===== src/sv/sst_pkg.sv =====
// ----------------------------------------------------------------------------
// SQL subset tokenizer package
// Shared types, constants and character helpers for the tokenizer.
// ----------------------------------------------------------------------------
package sst_pkg;

  localparam int MAX_TOKEN_CHARS = 32;
  localparam int LEN_W = $clog2(MAX_TOKEN_CHARS + 1);
  localparam int ADDR_W = $clog2(MAX_TOKEN_CHARS);
  localparam int KW_COUNT = 15;
  localparam int KW_CHARS = 6;
  localparam logic [30:0] NUM_LIMIT = 31'h7FFF_FFFF;

  localparam logic [3:0] K_END = 4'd0;
  localparam logic [3:0] K_SEMI = 4'd1;
  localparam logic [3:0] K_COMMA = 4'd2;
  localparam logic [3:0] K_LPAREN = 4'd3;
  localparam logic [3:0] K_RPAREN = 4'd4;
  localparam logic [3:0] K_BINOP = 4'd5;
  localparam logic [3:0] K_NUMBER = 4'd6;
  localparam logic [3:0] K_STRING = 4'd7;
  localparam logic [3:0] K_IDENT = 4'd8;
  localparam logic [3:0] K_KEYWORD = 4'd9;
  localparam logic [3:0] K_ERROR = 4'd10;

  localparam logic [30:0] ERR_BAD_CHAR = 31'd1;
  localparam logic [30:0] ERR_NUM_LONG = 31'd2;
  localparam logic [30:0] ERR_WORD_LONG = 31'd3;
  localparam logic [30:0] ERR_NO_QUOTE = 31'd4;

  localparam logic [30:0] OP_EQ = 31'd0;
  localparam logic [30:0] OP_STAR = 31'd1;

  localparam logic [7:0] KW_TEXT [KW_COUNT][KW_CHARS] = '{
    '{"S", "E", "L", "E", "C", "T"},
    '{"F", "R", "O", "M", 8'h00, 8'h00},
    '{"W", "H", "E", "R", "E", 8'h00},
    '{"I", "N", "S", "E", "R", "T"},
    '{"I", "N", "T", "O", 8'h00, 8'h00},
    '{"V", "A", "L", "U", "E", "S"},
    '{"U", "P", "D", "A", "T", "E"},
    '{"S", "E", "T", 8'h00, 8'h00, 8'h00},
    '{"D", "E", "L", "E", "T", "E"},
    '{"O", "R", "D", "E", "R", 8'h00},
    '{"B", "Y", 8'h00, 8'h00, 8'h00, 8'h00},
    '{"A", "S", "C", 8'h00, 8'h00, 8'h00},
    '{"D", "E", "S", "C", 8'h00, 8'h00},
    '{"O", "R", 8'h00, 8'h00, 8'h00, 8'h00},
    '{"A", "N", "D", 8'h00, 8'h00, 8'h00}
  };
  localparam logic [LEN_W-1:0] KW_LEN [KW_COUNT] = '{
    LEN_W'(6), LEN_W'(4), LEN_W'(5), LEN_W'(6), LEN_W'(4), LEN_W'(6), LEN_W'(6),
    LEN_W'(3), LEN_W'(6), LEN_W'(5), LEN_W'(2), LEN_W'(3), LEN_W'(4), LEN_W'(2),
    LEN_W'(3)
  };
  localparam logic [3:0] KW_KIND [KW_COUNT] = '{
    K_KEYWORD, K_KEYWORD, K_KEYWORD, K_KEYWORD, K_KEYWORD, K_KEYWORD, K_KEYWORD,
    K_KEYWORD, K_KEYWORD, K_KEYWORD, K_KEYWORD, K_KEYWORD, K_KEYWORD, K_BINOP,
    K_BINOP
  };
  localparam logic [3:0] KW_VAL [KW_COUNT] = '{
    4'd0, 4'd1, 4'd2, 4'd3, 4'd4, 4'd5, 4'd6, 4'd7, 4'd8, 4'd9, 4'd10, 4'd11,
    4'd12, 4'd2, 4'd3
  };

  typedef struct packed {
    logic [7:0] char_in;
    logic       at_end;
  } in_item_t;

  typedef struct packed {
    logic [3:0]  token_kind;
    logic [30:0] token_value;
    logic [7:0]  text_char;
    logic        text_valid;
    logic        last_of_token;
  } out_item_t;

  typedef enum logic [1:0] {
    LM_IDLE, LM_NUM, LM_WORD, LM_STR
  } lex_mode_t;

  typedef enum logic [2:0] {
    CS_WAIT, CS_FIRST, CS_RD, CS_TX, CS_CLOSE, CS_SECOND
  } ctl_state_t;

  typedef enum logic [2:0] {
    TS_NUMBER, TS_KEYWORD, TS_ERR_NUM, TS_ERR_WORD, TS_ERR_STR, TS_TEXT,
    TS_CLOSE, TS_IDLE
  } tok_sel_t;

  typedef enum logic [3:0] {
    UP_NONE, UP_NUM_ACC, UP_WORD_PUT, UP_STR_PUT, UP_TO_IDLE, UP_START_IDENT,
    UP_START_STR, UP_TEXT_NEXT, UP_IDLE_CHAR
  } upd_t;

  typedef struct packed {
    logic     latch;
    logic     emit;
    tok_sel_t tok;
    upd_t     upd;
  } sst_cmd_t;

  typedef struct packed {
    lex_mode_t mode;
    logic      at_end;
    logic      is_digit;
    logic      is_alnum;
    logic      is_quote;
    logic      len_lt_max;
    logic      len_lt_max1;
    logic      kw_hit;
    logic      text_empty;
    logic      text_last;
    logic      kind_ident;
    logic      idle_emits;
    logic      out_free;
  } sst_status_t;

  function automatic logic is_digit(input logic [7:0] c);
    return (c >= "0") && (c <= "9");
  endfunction

  function automatic logic is_alpha(input logic [7:0] c);
    return ((c >= "A") && (c <= "Z")) || ((c >= "a") && (c <= "z"));
  endfunction

  function automatic logic is_space(input logic [7:0] c);
    return (c == " ") || ((c >= 8'd9) && (c <= 8'd13));
  endfunction

  function automatic logic [7:0] to_upper(input logic [7:0] c);
    return ((c >= "a") && (c <= "z")) ? c - 8'd32 : c;
  endfunction

endpackage


===== src/sv/sst_ram.sv =====
// ----------------------------------------------------------------------------
// Generic RAM
// One write port and one read port with registered read data.
// ----------------------------------------------------------------------------
module sst_ram #(
  parameter int WIDTH = 8,
  parameter int DEPTH = 32
) (
  input  logic                     clk,
  input  logic                     we,
  input  logic [$clog2(DEPTH)-1:0] waddr,
  input  logic [WIDTH-1:0]         wdata,
  input  logic [$clog2(DEPTH)-1:0] raddr,
  output logic [WIDTH-1:0]         rdata
);
  logic [WIDTH-1:0] mem [DEPTH];
  logic [WIDTH-1:0] rdata_r;

  always_ff @(posedge clk) begin
    if (we) begin
      mem[waddr] <= wdata;
    end
    rdata_r <= mem[raddr];
  end

  assign rdata = rdata_r;
endmodule


===== src/sv/sst_datapath.sv =====
// ----------------------------------------------------------------------------
// Tokenizer datapath
// Holds the lexer state, word store, keyword match and the output register.
// ----------------------------------------------------------------------------
module sst_datapath (
  input  logic                clk,
  input  logic                rst_n,
  input  sst_pkg::in_item_t   in_data,
  input  logic                out_stall,
  input  sst_pkg::sst_cmd_t   cmd,
  output sst_pkg::sst_status_t st,
  output logic                out_valid,
  output sst_pkg::out_item_t  out_data
);
  import sst_pkg::*;

  logic [7:0]          c_r;
  logic                end_r;
  lex_mode_t           mode_r, mode_nxt;
  logic [LEN_W-1:0]    len_r, len_nxt;
  logic [30:0]         acc_r, acc_nxt;
  logic [KW_COUNT-1:0] match_r, match_nxt;
  logic [LEN_W-1:0]    idx_r, idx_nxt;
  logic [LEN_W-1:0]    cnt_r, cnt_nxt;
  logic [3:0]          kind_r, kind_nxt;
  logic                out_valid_r;
  out_item_t           out_data_r;
  out_item_t           item;
  logic [7:0]          cu;
  logic [7:0]          rdata;
  logic                we;
  logic [ADDR_W-1:0]   waddr;
  logic [34:0]         acc_sum;
  logic                hit;
  logic [3:0]          hit_kind;
  logic [3:0]          hit_val;
  logic                c_digit, c_alpha;

  assign cu = to_upper(c_r);
  assign c_digit = is_digit(c_r);
  assign c_alpha = is_alpha(c_r);
  assign acc_sum = {1'b0, acc_r, 3'b000} + {3'b000, acc_r, 1'b0} + {31'd0, c_r[3:0] - 4'd0};

  function automatic logic kw_pos_ok(input int k, input logic [LEN_W-1:0] pos,
                                     input logic [7:0] u);
    logic ok;
    ok = 1'b0;
    if (pos < KW_LEN[k]) begin
      ok = (KW_TEXT[k][pos[2:0]] == u);
    end
    return ok;
  endfunction

  always_comb begin
    hit = 1'b0;
    hit_kind = K_IDENT;
    hit_val = 4'd0;
    for (int k = KW_COUNT - 1; k >= 0; k--) begin
      if (match_r[k] && (len_r == KW_LEN[k])) begin
        hit = 1'b1;
        hit_kind = KW_KIND[k];
        hit_val = KW_VAL[k];
      end
    end
  end

  sst_ram #(.WIDTH(8), .DEPTH(MAX_TOKEN_CHARS)) u_store (
    .clk   (clk),
    .we    (we),
    .waddr (waddr),
    .wdata (c_r),
    .raddr (idx_r[ADDR_W-1:0]),
    .rdata (rdata)
  );

  always_comb begin
    we = 1'b0;
    waddr = len_r[ADDR_W-1:0];
    case (cmd.upd)
      UP_WORD_PUT, UP_STR_PUT: we = 1'b1;
      UP_IDLE_CHAR: begin
        we = !end_r && c_alpha;
        waddr = '0;
      end
      default: we = 1'b0;
    endcase
  end

  always_comb begin
    mode_nxt = mode_r;
    len_nxt = len_r;
    acc_nxt = acc_r;
    match_nxt = match_r;
    idx_nxt = idx_r;
    cnt_nxt = cnt_r;
    kind_nxt = kind_r;
    case (cmd.upd)
      UP_NUM_ACC: begin
        acc_nxt = (acc_sum > {4'd0, NUM_LIMIT}) ? NUM_LIMIT : acc_sum[30:0];
        len_nxt = len_r + LEN_W'(1);
      end
      UP_WORD_PUT: begin
        for (int k = 0; k < KW_COUNT; k++) begin
          match_nxt[k] = match_r[k] && kw_pos_ok(k, len_r, cu);
        end
        len_nxt = len_r + LEN_W'(1);
      end
      UP_STR_PUT: len_nxt = len_r + LEN_W'(1);
      UP_TO_IDLE: mode_nxt = LM_IDLE;
      UP_START_IDENT, UP_START_STR: begin
        idx_nxt = '0;
        cnt_nxt = (len_r > LEN_W'(MAX_TOKEN_CHARS - 1)) ?
                  LEN_W'(MAX_TOKEN_CHARS - 1) : len_r;
        kind_nxt = (cmd.upd == UP_START_IDENT) ? K_IDENT : K_STRING;
      end
      UP_TEXT_NEXT: idx_nxt = idx_r + LEN_W'(1);
      UP_IDLE_CHAR: begin
        mode_nxt = LM_IDLE;
        if (!end_r) begin
          if (c_r == "'") begin
            mode_nxt = LM_STR;
            len_nxt = '0;
          end else if (c_digit) begin
            mode_nxt = LM_NUM;
            acc_nxt = {27'd0, c_r[3:0]};
            len_nxt = LEN_W'(1);
          end else if (c_alpha) begin
            mode_nxt = LM_WORD;
            len_nxt = LEN_W'(1);
            for (int k = 0; k < KW_COUNT; k++) begin
              match_nxt[k] = (KW_TEXT[k][0] == cu);
            end
          end
        end
      end
      default: mode_nxt = mode_r;
    endcase
  end

  always_comb begin
    item = '0;
    item.last_of_token = 1'b1;
    case (cmd.tok)
      TS_NUMBER: begin
        item.token_kind = K_NUMBER;
        item.token_value = acc_r;
      end
      TS_KEYWORD: begin
        item.token_kind = hit_kind;
        item.token_value = {27'd0, hit_val};
      end
      TS_ERR_NUM: begin
        item.token_kind = K_ERROR;
        item.token_value = ERR_NUM_LONG;
      end
      TS_ERR_WORD: begin
        item.token_kind = K_ERROR;
        item.token_value = ERR_WORD_LONG;
      end
      TS_ERR_STR: begin
        item.token_kind = K_ERROR;
        item.token_value = ERR_NO_QUOTE;
      end
      TS_TEXT: begin
        item.token_kind = kind_r;
        item.text_char = rdata;
        item.text_valid = 1'b1;
        item.last_of_token = 1'b0;
      end
      TS_CLOSE: item.token_kind = kind_r;
      default: begin
        if (end_r) begin
          item.token_kind = K_END;
        end else begin
          case (c_r)
            ";": item.token_kind = K_SEMI;
            ",": item.token_kind = K_COMMA;
            "(": item.token_kind = K_LPAREN;
            ")": item.token_kind = K_RPAREN;
            "=": begin
              item.token_kind = K_BINOP;
              item.token_value = OP_EQ;
            end
            "*": begin
              item.token_kind = K_BINOP;
              item.token_value = OP_STAR;
            end
            default: begin
              item.token_kind = K_ERROR;
              item.token_value = ERR_BAD_CHAR;
            end
          endcase
        end
      end
    endcase
  end

  always_comb begin
    st.mode = mode_r;
    st.at_end = end_r;
    st.is_digit = c_digit;
    st.is_alnum = c_digit || c_alpha;
    st.is_quote = (c_r == "'");
    st.len_lt_max = (len_r < LEN_W'(MAX_TOKEN_CHARS));
    st.len_lt_max1 = (len_r < LEN_W'(MAX_TOKEN_CHARS - 1));
    st.kw_hit = hit;
    st.text_empty = (len_r == '0);
    st.text_last = ((idx_r + LEN_W'(1)) == cnt_r);
    st.kind_ident = (kind_r == K_IDENT);
    st.idle_emits = end_r || !((c_r == "'") || c_digit || c_alpha || is_space(c_r));
    st.out_free = !out_valid_r || !out_stall;
  end

  always_ff @(posedge clk) begin
    if (!rst_n) begin
      mode_r <= LM_IDLE;
      len_r <= '0;
      acc_r <= '0;
      out_valid_r <= 1'b0;
    end else begin
      mode_r <= mode_nxt;
      len_r <= len_nxt;
      acc_r <= acc_nxt;
      if (st.out_free) begin
        out_valid_r <= cmd.emit;
      end
    end
  end

  always_ff @(posedge clk) begin
    if (cmd.latch) begin
      c_r <= in_data.char_in;
      end_r <= in_data.at_end;
    end
    if (cmd.emit && st.out_free) begin
      out_data_r <= item;
    end
    match_r <= match_nxt;
    idx_r <= idx_nxt;
    cnt_r <= cnt_nxt;
    kind_r <= kind_nxt;
  end

  assign out_valid = out_valid_r;
  assign out_data = out_data_r;
endmodule


===== src/sv/sst_ctrl.sv =====
// ----------------------------------------------------------------------------
// Tokenizer controller
// Sequences one character through finishing, text streaming and idle handling.
// ----------------------------------------------------------------------------
module sst_ctrl (
  input  logic                 clk,
  input  logic                 rst_n,
  input  logic                 in_valid,
  input  sst_pkg::sst_status_t st,
  output sst_pkg::sst_cmd_t    cmd,
  output logic                 in_stall,
  output sst_pkg::ctl_state_t  state
);
  import sst_pkg::*;

  ctl_state_t state_r, state_nxt;

  always_ff @(posedge clk) begin
    if (!rst_n) begin
      state_r <= CS_WAIT;
    end else begin
      state_r <= state_nxt;
    end
  end

  always_comb begin
    state_nxt = state_r;
    case (state_r)
      CS_WAIT: if (in_valid) state_nxt = CS_FIRST;
      CS_FIRST: begin
        case (st.mode)
          LM_NUM: begin
            if (!st.at_end && st.is_digit) begin
              if (st.len_lt_max || st.out_free) state_nxt = CS_WAIT;
            end else if (st.out_free) begin
              state_nxt = CS_SECOND;
            end
          end
          LM_WORD: begin
            if (!st.at_end && st.is_alnum) begin
              if (st.len_lt_max || st.out_free) state_nxt = CS_WAIT;
            end else if (st.kw_hit) begin
              if (st.out_free) state_nxt = CS_SECOND;
            end else begin
              state_nxt = st.text_empty ? CS_CLOSE : CS_RD;
            end
          end
          LM_STR: begin
            if (st.at_end) begin
              if (st.out_free) state_nxt = CS_WAIT;
            end else if (st.is_quote) begin
              state_nxt = st.text_empty ? CS_CLOSE : CS_RD;
            end else begin
              state_nxt = CS_WAIT;
            end
          end
          default: state_nxt = CS_SECOND;
        endcase
      end
      CS_RD: state_nxt = CS_TX;
      CS_TX: if (st.out_free) state_nxt = st.text_last ? CS_CLOSE : CS_RD;
      CS_CLOSE: if (st.out_free) state_nxt = st.kind_ident ? CS_SECOND : CS_WAIT;
      CS_SECOND: if (!st.idle_emits || st.out_free) state_nxt = CS_WAIT;
      default: state_nxt = CS_WAIT;
    endcase
  end

  always_comb begin
    cmd = '{latch: 1'b0, emit: 1'b0, tok: TS_IDLE, upd: UP_NONE};
    case (state_r)
      CS_WAIT: cmd.latch = in_valid;
      CS_FIRST: begin
        case (st.mode)
          LM_NUM: begin
            if (!st.at_end && st.is_digit) begin
              if (st.len_lt_max) begin
                cmd.upd = UP_NUM_ACC;
              end else if (st.out_free) begin
                cmd.emit = 1'b1;
                cmd.tok = TS_ERR_NUM;
                cmd.upd = UP_TO_IDLE;
              end
            end else begin
              cmd.emit = st.out_free;
              cmd.tok = TS_NUMBER;
            end
          end
          LM_WORD: begin
            if (!st.at_end && st.is_alnum) begin
              if (st.len_lt_max) begin
                cmd.upd = UP_WORD_PUT;
              end else if (st.out_free) begin
                cmd.emit = 1'b1;
                cmd.tok = TS_ERR_WORD;
                cmd.upd = UP_TO_IDLE;
              end
            end else if (st.kw_hit) begin
              cmd.emit = st.out_free;
              cmd.tok = TS_KEYWORD;
            end else begin
              cmd.upd = UP_START_IDENT;
            end
          end
          LM_STR: begin
            if (st.at_end) begin
              if (st.out_free) begin
                cmd.emit = 1'b1;
                cmd.tok = TS_ERR_STR;
                cmd.upd = UP_TO_IDLE;
              end
            end else if (st.is_quote) begin
              cmd.upd = UP_START_STR;
            end else if (st.len_lt_max1) begin
              cmd.upd = UP_STR_PUT;
            end
          end
          default: cmd.upd = UP_NONE;
        endcase
      end
      CS_TX: begin
        if (st.out_free) begin
          cmd.emit = 1'b1;
          cmd.tok = TS_TEXT;
          cmd.upd = UP_TEXT_NEXT;
        end
      end
      CS_CLOSE: begin
        if (st.out_free) begin
          cmd.emit = 1'b1;
          cmd.tok = TS_CLOSE;
          cmd.upd = st.kind_ident ? UP_NONE : UP_TO_IDLE;
        end
      end
      CS_SECOND: begin
        if (!st.idle_emits) begin
          cmd.upd = UP_IDLE_CHAR;
        end else if (st.out_free) begin
          cmd.emit = 1'b1;
          cmd.tok = TS_IDLE;
          cmd.upd = UP_IDLE_CHAR;
        end
      end
      default: cmd.upd = UP_NONE;
    endcase
  end

  assign in_stall = (state_r != CS_WAIT);
  assign state = state_r;
endmodule


===== src/sv/sql_subset_tokenizer_unit.sv =====
// ----------------------------------------------------------------------------
// SQL subset tokenizer
// Turns a stream of statement characters into SQL tokens.
// ----------------------------------------------------------------------------
// The block takes one character per transaction and works on it alone. A
// character that extends a number, word or string, or that ends in an error
// there, is done in the CS_FIRST state alone. A character handled from idle
// also passes CS_SECOND, and that includes the character that ends a number
// or word. Any single-item tokens it causes are sent from those states.
// Identifier and string text is read back from the word store one character
// at a time, through a read state and a send state for each. A stall on the
// output holds the sequence until the output register is free. The output
// register lets the next character start while the last token still waits.
module sql_subset_tokenizer_unit (
  input  logic               clk,
  input  logic               rst_n,
  input  logic               in_valid,
  output logic               in_stall,
  input  sst_pkg::in_item_t  in_data,
  output logic               out_valid,
  input  logic               out_stall,
  output sst_pkg::out_item_t out_data
);
  import sst_pkg::*;

  sst_cmd_t    cmd;
  sst_status_t st;
  ctl_state_t  state;

  sst_ctrl u_ctrl (
    .clk      (clk),
    .rst_n    (rst_n),
    .in_valid (in_valid),
    .st       (st),
    .cmd      (cmd),
    .in_stall (in_stall),
    .state    (state)
  );

  sst_datapath u_dp (
    .clk       (clk),
    .rst_n     (rst_n),
    .in_data   (in_data),
    .out_stall (out_stall),
    .cmd       (cmd),
    .st        (st),
    .out_valid (out_valid),
    .out_data  (out_data)
  );

`ifndef SYNTHESIS
  a_one_at_a_time: assert property (@(posedge clk) disable iff (!rst_n)
    (in_valid && !in_stall) |=> (state == CS_FIRST))
    else $error("new character did not start processing");

  a_text_not_last: assert property (@(posedge clk) disable iff (!rst_n)
    (out_valid && out_data.text_valid) |-> !out_data.last_of_token)
    else $error("text item marked as last");

  a_emit_only_free: assert property (@(posedge clk) disable iff (!rst_n)
    (cmd.emit) |-> st.out_free)
    else $error("token emitted into a full output register");
`endif
endmodule


===== config.mk =====
export PLATFORM = sky130hd
export DESIGN_NAME = sql_subset_tokenizer_unit
export DESIGN_NICKNAME = d
export VERILOG_FILES = /design/src/sv/sst_pkg.sv /design/src/sv/sst_ram.sv /design/src/sv/sst_datapath.sv /design/src/sv/sst_ctrl.sv /design/src/sv/sql_subset_tokenizer_unit.sv
export SDC_FILE = /design/constraint.sdc
export NUM_CORES = 1
export LEC_CHECK = 0
export BUFFER_PORTS_ARGS = -buffer_cell sky130_fd_sc_hd__buf_4
export CORE_UTILIZATION = 54
export CTS_CLUSTER_DIAMETER = 30
export DETAILED_ROUTE_END_ITERATION = 8
export PLACE_DENSITY_LB_ADDON = 0.08
export SLEW_MARGIN = 20
export SYNTH_ARGS = -nofsm -noshare
export SYNTH_HDL_FRONTEND = slang
export SYNTH_SLANG_ARGS = --single-unit

===== constraint.sdc =====
create_clock -name clk -period 9.5 [get_ports clk]
set_input_delay 1.425 -clock clk [delete_from_list [all_inputs] [get_ports clk]]
set_output_delay 1.425 -clock clk [all_outputs]
set_load 0.01 [all_outputs]

Yosys cells after proc, flatten, opt, wreduce, memory -nomap -nowiden

Memories as Yosys holds them, arrays and structs flattened. A register that Yosys moved wholly into a read port is not among the register bits.
Index checks and enable logic that the tools add are counted.

Register bits after elaboration: 128
RAM bits: 256
Bits in read-only memories: 960
Input bits: 13
Memories: 16

$add $sub $neg: 5
Magnitude comparators: 18
Equality and inequality tests: 73
Multiplexer cells: 183
Bitwise gates (word level): 1
Reduce and logical (&&, ||, !) cells: 73

Memories:

| name             | depth | bits a word | read ports | clocked after Yosys merged registers in | write ports | RTL line           | source |
|---|---|---|---|---|---|---|---|
| u_dp.u_store.mem | 32    | 8           | 1          | 1                                       | 1           | sst_ram.sv:16      | `logic [WIDTH-1:0] mem [DEPTH];` |
| (name not given) | 8     | 8           | 1          | 0                                       | 0           | sst_datapath.sv:49 | `ok = (KW_TEXT[k][pos[2:0]] == u);` |
| (name not given) | 8     | 8           | 1          | 0                                       | 0           | sst_datapath.sv:49 |  |
| (name not given) | 8     | 8           | 1          | 0                                       | 0           | sst_datapath.sv:49 |  |
| (name not given) | 8     | 8           | 1          | 0                                       | 0           | sst_datapath.sv:49 |  |
| (name not given) | 8     | 8           | 1          | 0                                       | 0           | sst_datapath.sv:49 |  |
| +10 memories     | --    | --          | --         | --                                      | --          | --                 |  |

Operators by type and width:

| kind                   | count |
|---|---|
| $mux W8                | 38 |
| $pmux W31 S6           | 1 |
| $mux W4                | 41 |
| $mux W31               | 5 |
| $eq A8 B8 Y1           | 15 |
| $eq A7 B8 Y1 const A   | 10 |
| $eq A8 B6 Y1 const B   | 8 |
| $pmux W31 S2           | 1 |
| $mux W15               | 4 |
| $mux W3                | 18 |
| $mux W1                | 49 |
| $pmux W4 S4            | 3 |
| $logic_and A1 B1 Y1    | 38 |
| $add A34 B32 Y35       | 1 |
| $add A35 B4 Y35        | 1 |
| $gt A35 B31 Y1 const B | 1 |
| $pmux W15 S2           | 1 |
| $mux W6                | 4 |
| $pmux W4 S3            | 2 |
| $pmux W6 S2            | 2 |
| $pmux W4 S5            | 1 |
| $eq A6 B3 Y1 const B   | 3 |
| $lt A6 B3 Y1 const B   | 3 |
| $pmux W3 S6            | 1 |
| other kinds (46)       | 102 |

Depth between registers and ports, before layout

Gate-level depths: netlist of run 1.

Depth after elaboration: 26
Mapped depth: 16
Depth with buffers taken out: 14

Modules after synthesis

From an unflattened synthesis of run 1, not the netlist that was laid out.

Cell total of the unflattened synthesis: 1,584
Area total of the unflattened synthesis: 20,101.8 um^2

Modules (own cells, without submodules):

| module       | times used | cells an instance | area each (um^2) | seq. area each (um^2) |
|---|---|---|---|---|
| sst_ram      | 1          | 417               | 10,053.4         | 7,847.5 |
| sst_datapath | 1          | 1,053             | 9,325.2          | 3,293.2 |
| sst_ctrl     | 1          | 114               | 723.2            | 60.1 |

Worst setup path after synthesis of run 1

No wires, ideal clock.

Path kind: flip-flop to flip-flop
Start point: register u_dp.c_r[6]
End point: register u_dp.out_data_r, in the netlist u_dp.out_data[0], enable pin
Arrival time: 4.529 ns
Path slack: 4.514 ns
Stages on the path, launching flop included: 11
Path buffers: 0
Period minus slack after synthesis: 4.986 ns
Path through: edfxtp_1 > inv_1 > ha_1 > nor3b_1 > o221ai_2 > o32ai_2 > nor2_2 > o211ai_1 > a21oi_1 > nor2_1 > o21bai_1

Word-level cells in the longest chain between the ends: 10
Elaborated cells on any way between the ends: 30
Classes of those cells: order compare (8); eq/ne (2); mux (5); reduce/logical (15)

RTL lines:

| item                                                                 | RTL line            | source |
|---|---|---|
| start, declared                                                      | sst_datapath.sv:17  | `logic [7:0] c_r;` |
| start signal, assigned                                               | sst_datapath.sv:232 | `c_r <= in_data.char_in;` |
| parallel branches: the longest is 8 deep, another holds $ge A8 B7 Y1 | --                  |  |
| $pmux W4 S4 (*)                                                      | sst_ctrl.sv:70      | `case (state_r)` |
| $logic_and A1 B1 Y1 (*)                                              | sst_datapath.sv:235 | `if (cmd.emit && st.out_free) begin` |
| end signal, assigned                                                 | sst_datapath.sv:236 | `out_data_r <= item;` |
| end, declared                                                        | sst_datapath.sv:27  | `out_item_t out_data_r;` |

Mark *: on every way between the ends.
A chain may end at the register's enable or synchronous reset.

Worst setup path after layout of run 1

Start point: register u_dp.c_r[1]
End point: memory u_dp.u_store.mem[20][1], enable pin

Word-level cells in the longest chain between the ends: 14
Elaborated cells on any way between the ends: 40
Classes of those cells: order compare (8); eq/ne (5); mux (11); reduce/logical (16)

RTL lines:

| item                                                                  | RTL line |
|---|---|
| parallel branches: the longest is 14 deep, another holds $ge A8 B7 Y1 | -- |
| end, declared                                                         | sst_ram.sv:16 |

Parallel ways; which one is timed is not known.

==> impl_metrics.ini, run 1 <==
[yosys]
syn-cell-area_mm2 = 0.01961
yosys-top-cells-count = edfxtp_1 (339), nand2_1 (112), nor2_1 (97)
synth_cell_types = 91
synth_simple_gate_area_share_pct = 12.15
synth_top_family_by_area = simple AND/OR/NAND/NOR gates
synth_most_common_cell = edfxtp_1
ys_ff_latch = 390
synthMuxAreaShare_pct = 9.756
yosysTopAreaCellShare_pct = 51.91
syn_nets = 1603
synth-edff-count = 339
syn_area_per_cell_um2 = 12.93
synth_compound_area_share_pct = 10.11
synthAdderAreaFrac_pct = 4.798
yosysTopAreaCell = edfxtp_1
async_flop_share_pct = 0
yosysWarnings = 0
synth_xor_area_share_pct = 3.171
synth_area_leaders = edfxtp_1 (52%), mux4_2 (9.2%), dfxtp_1 (5.2%)
synthFlopType = edfxtp_1
ys_seq_area_share_pct = 57.12
syn_inst = 1516

[run]
cap_violations = 0

[power]
ir_drop_v = 0.0001529
power.leakage_nw = 8.523
totalPowerFinal_mw = 4.709
powerDensity_mw_per_mm2 = 206.0

[worst_setup_path]
r2r-end = u_dp.u_store.mem[20][1]$_DFFE_PP_
crit_required_ns = 9.69
r2r_cells = 9
path_max_fanout = 49
worst_path_max_delay_cell = nor3_1
r2r_start = u_dp.c_r[1]$_DFFE_PP_
cp-start-kind = flip-flop
crit_path_max_incr_delay_ns = 1.09
path_cells = buf_4, nor2_1, and3_1, o32ai_2, or2_0, o211ai_2, a211oi_4, nand2_1, nor3_1
cp.arrival_ns = 5.83
regToRegSetupSlack_ns = 3.85
cp-endpoint = u_dp.u_store.mem[20][1]$_DFFE_PP_
crit_type = reg -> reg
critPathLaunch = u_dp.c_r[1]$_DFFE_PP_
cp-end-kind = flip-flop

[floorplan]
num_io_pins = 60
start_util_pct = 55.00
coreArea_mm2 = 0.03566
die_w_um = 192.6
chipHeight_um = 192.6
rows = 69
die_area_mm2 = 0.03708

[run_status]
failed_checks = DRC
status = finished, violations left

[sta]
timing.fmax_mhz = 177.1
tightest_slew_ns = 1.086
finalWorstSetupSlack_ns = 3.854
min_period_ns = 5.646
rsz0062_at_grt = false
timing.final.max_slew_violations = 0
finalCritPeriodShare_pct = 59.43
setup_violations = 0
finalHoldViolations = 0
finClkSkew_ns = 0.02464
relSlewSlack_pct = 27.02
finalSetupTns_ns = 0

[clocking]
postCtsHoldBufs = 0
numCtsBuffers = 74
h-tree-depth = 3
clock-root-buffer = clkbuf_16
cts.sinks = 390
post_cts_buffers = 0
clkTransAtPathRegs_ns = 0.05
clock_latency_ns = 0.59
cts_resized = 0
cts_tree = built
clock_path_buffers = 3

[placed_design]
port_buffers = 59
gp_congestion = 0.9537
place_ws_ns = 3.907
dpl_cell_area_mm2 = 0.02035
dp_hpwl_mm = 31.84

[cells_and_area]
utilization_pct = 64.12
final-seq-area_mm2 = 0.01120
diodes = 0
fin_nets = 1664
fillers = 2660
fin_area_mm2 = 0.02286
drive_gt1_share_pct = 19.99
syn2layout_area_growth_pct = 16.59
multiInputGateArea_mm2 = 0.007904

[grt]
overflow = 0
track_usage_pct = 27.01
grt_max_degree = 68
grt_pass1_vias = 12770
antenna_found_initial = 0
grt_first_pass_wirelength_mm = 74.83

[drt]
routed_wirelength_mm = 48.30
vias = 13140
drc = 6
first_iter_violations = 1296
vias_per_cell = 6.268
wl_per_cell_um = 23.03
ant_nets = 0
drtPass1Iterations = 7

[min_path]
hold_path.class = reg -> reg
[worst max-delay path, delay by kind of cell (launching register included)]
family	cells	cell delay, ns
AND/OR/NAND/NOR	5	2.62
buffers and inverters	1	0.63
flip-flops	1	0.97
AO/OA/AOI/OAI	3	0.99
[cell families after synthesis]
| group | Yosys count |
|---|---|
| mux | 90 |
| simple gates | 467 |
| fa+ha+maj | 74 |
| xor+xnor | 71 |
| other cells | 1 |
| buf+inv | 126 |
| flops | 390 |
| compound gates | 297 |
[final cells by class]
cell class                 instances  share of cell area (%)
clock buffer                      91                   8.789
multi-input combinational       1000                   34.57
inverter                          32                  0.5254
tap                              461                   2.523
clock inverter                    44                   2.003
sequential                       390                   48.99
timing repair buffer              79                   2.594
[layout by cell type, fill, tap and decap left out, types with 26 or more instances in the layout]
master       n
a21oi_1     76
and2_1      41
o21ai_0     60
nand4_1     28
mux4_2      80
clkbuf_16   77
edfxtp_1   339
nand2_1    112
xnor2_1     45
buf_4       79
ha_1        72
a22oi_1     29
nand3_1     46
dfxtp_1     51
xor2_1      26
nor2_1      97
nor3_1      38
inv_1       30
[worst min path at each step]
| stage | endpoint | from | slack, ns | cells after the start |
|---|---|---|---|---|
| 5_1_grt | u_dp.out_data[2]$_SDFFCE_PN0P_ | u_dp.u_store.rdata[0]$_DFF_P_ | 0.53 | 1 |
| 4_1_cts | u_dp.out_data[9]$_SDFFCE_PN0P_ | u_dp.u_store.rdata[7]$_DFF_P_ | 0.51 | 1 |
| 3_3_place_gp | u_dp.out_data[9]$_SDFFCE_PN0P_ | u_dp.u_store.rdata[7]$_DFF_P_ | 0.49 | 1 |
| 2_1_floorplan | u_dp.acc_r[3]$_SDFFE_PN0P_ | u_dp.acc_r[3]$_SDFFE_PN0P_ | 0.48 | 1 |
| 3_5_place_dp | u_dp.out_data[9]$_SDFFCE_PN0P_ | u_dp.u_store.rdata[7]$_DFF_P_ | 0.49 | 1 |
| 6_report | u_dp.out_data[9]$_SDFFCE_PN0P_ | u_dp.u_store.rdata[7]$_DFF_P_ | 0.50 | 1 |
[sequential cells by signal, indices dropped and copies added (netlist names)]
| name | flops |
|---|---|
| u_dp.acc_r | 31 |
| u_dp.idx_r | 6 |
| u_dp.match_r | 15 |
| u_dp.kind_r | 2 |
| u_dp.end_r | 1 |
| u_dp.cnt_r | 6 |
| u_dp.c_r | 8 |
| u_dp.mode_r | 2 |
| u_dp.u_store.mem | 256 |
| u_dp.out_data | 45 |
| u_dp.out_valid | 1 |
| u_ctrl.state | 3 |
| u_dp.u_store.rdata | 8 |
| u_dp.len_r | 6 |
[stage by stage]
step                instances  hold slack (ns)
detailed placement       1962           0.4918
global route             2097           0.5282
finish                   2097           0.5007
floorplan                1516           0.4817
global placement         1962           0.4905
CTS                      2097           0.5054
[layer usage]
layer,vias to the layer above,GRT usage (%),share of wire (%)
li1,5995,-,-
met1,6487,38.58,44
met2,561,40.77,46
met3,100,5.110,7.3
met4,0,10.93,2.9
met5,-,0,0
[power by group]
group,internal [mW],switching (mW),leakage (nW)
combinational,0.0759,0.172,3.83
clock,1.67,0.859,1.18
sequential,1.91,0.0189,3.51
Note: power is estimated with default switching activity, not from simulation.
==> run 2, diff against run 1 <==
==> constraint.sdc (replaced) <==
create_clock -name clk -period 5.3 [get_ports clk]
set_input_delay 0.795 -clock clk [delete_from_list [all_inputs] [get_ports clk]]
set_output_delay 0.795 -clock clk [all_outputs]
set_load 0.01 [all_outputs]
==> impl_metrics.ini, run 2 (synthesis results as in run 1) <==
[run_status]
status = finished, violations left
failed_checks = DRC

[min_path]
holdPathEnd = u_dp.c_r[0]$_DFFE_PP_
whs_path_depth = 1
hold_path.class = in -> reg
holdCritStartpoint = in_data[1]

[grt]
track_usage_pct = 27.77
grt_max_degree = 57
grt_first_pass_wirelength_mm = 76.67
overflow = 0
grt_pass1_vias = 13000
antenna_found_initial = 0

[power]
power.leakage_nw = 9.015
totalPowerFinal_mw = 9.505
ir_drop_v = 0.0002362
powerDensity_mw_per_mm2 = 401.0

[clocking]
numCtsBuffers = 85
post_cts_buffers = 0
clock-root-buffer = clkbuf_16
clock_path_buffers = 3
cts.sinks = 390
clock_latency_ns = 0.60
cts_resized = 0
postCtsHoldBufs = 0
h-tree-depth = 3
clkTransAtPathRegs_ns = 0.04
cts_tree = built

[floorplan]
num_io_pins = 60
die_area_mm2 = 0.03708
die_w_um = 192.6
start_util_pct = 55.00
chipHeight_um = 192.6
rows = 69
coreArea_mm2 = 0.03566

[sta]
rsz0062_at_grt = false
timing.final.max_slew_violations = 0
min_period_ns = 4.316
timing.fmax_mhz = 231.7
relSlewSlack_pct = 26.37
finalSetupTns_ns = 0
tightest_slew_ns = 1.100
finalCritPeriodShare_pct = 81.44
finalHoldViolations = 0
setup_violations = 0
timing.hold.ws_ns = 0.3760
finalWorstSetupSlack_ns = 0.9836
finClkSkew_ns = 0.01863

[drt]
top_layer_used = met4
first_iter_violations = 1445
wl_per_cell_um = 23.29
drc = 6
routed_wirelength_mm = 50.24
drtPass1Iterations = 8
dr_wl_met3_mm = 3.476
ant_nets = 0
vias_per_cell = 6.211
wl_met2_mm = 23.25
vias = 13400
drt-met1-wl_mm = 22.11

[worst_setup_path]
regToRegSetupSlack_ns = 0.98
path_max_fanout = 26
critPathLaunch = u_dp.c_r[3]$_DFFE_PP_
r2r_start = u_dp.c_r[3]$_DFFE_PP_
worst_path_max_delay_cell = fa_1
crit_type = reg -> reg
cp_num_buf_inv = 3
crit_path_max_incr_delay_ns = 0.54
cp-start-kind = flip-flop
r2r_cells = 15
path_cells = buf_4, fa_1, inv_1, fa_1, nand2b_1, a21oi_1, o21ai_0, a211oi_1, o21ai_0, a21o_1, a21oi_1, o21a_1, nand2b_1, buf_4, nand2_1
r2r-end = u_dp.acc_r[6]$_SDFFE_PN0P_
crit_required_ns = 5.75
crit_family = compound AO/OA/AOI/OAI gates
cp-end-kind = flip-flop
cp.arrival_ns = 4.77

[cells_and_area]
utilization_pct = 66.47
largest-register = u_dp.u_store.mem
largest_reg_flops = 256
fin_area_mm2 = 0.02370
syn2layout_area_growth_pct = 20.87
final_common_cell = edfxtp_1
drive_gt1_share_pct = 22.41
layout_common_cells = edfxtp_1 (339), buf_4 (114), nand2_1 (112), nor2_1 (97), clkbuf_16 (88)
diodes = 0
layoutNonFillerInstCount = 2157
fin_nets = 1710

[placed_design]
dpl_cell_area_mm2 = 0.02061
port_buffers = 59
place_ws_ns = 0.9693
dp.cells = 1997
gp_congestion = 0.9807
dp_hpwl_mm = 32.94

[run]
cap_violations = 0
==> run 2: cell count changes in the layout (fill, tap and decap cells not counted), moves of 2 or more <==
cell / delta
inv_6: +3
buf_4: +35
clkinv_8: -2
clkinv_2: +6
clkbuf_16: +11
inv_8: +2
clkinvlp_4: -2
clkinv_16: +2
nor3_2: -9
nor3_1: +9
bufinv_16: +9
clkbuf_1: -3
==> run 2: cell type report <==
type / instances / area, um2
fill: 2590 / 11960
sequential: 390 / 11200
multi-input combinational: 1000 / 7856
clock buffer: 98 / 2260
timing repair buffer: 114 / 855.8
clock inverter: 62 / 830.8
tap: 461 / 576.8
inverter: 32 / 120.1
==> run 2: worst max-delay path by stage <==
stage / end / slack [ns] / cells past startpoint
after global routing: u_dp.acc_r[5]$_SDFFE_PN0P_ / 0.64 / 15
final: u_dp.acc_r[6]$_SDFFE_PN0P_ / 0.98 / 15
after floorplan: u_dp.out_data[0]$_DFFE_PP_ / 0.31 / 10
after detailed placement: u_dp.acc_r[6]$_SDFFE_PN0P_ / 0.97 / 15
after global placement: u_dp.acc_r[20]$_SDFFE_PN0P_ / 1.06 / 15
after CTS: u_dp.acc_r[6]$_SDFFE_PN0P_ / 0.96 / 15
==> run 2: power by group <==
group	total (mW)	internal, mW	switching [mW]	leakage [nW]
Clock	5.58	3.82	1.76	1.49
Combinational	0.455	0.142	0.313	4.01
Sequential	3.47	3.43	0.0406	3.51
==> run 2: layer usage <==
metal	track usage [%]	vias to the layer above
li1	-	6080
met1	39.41	6620
met2	43.03	582
met3	5.292	115
met4	9.328	0
met5	0	-
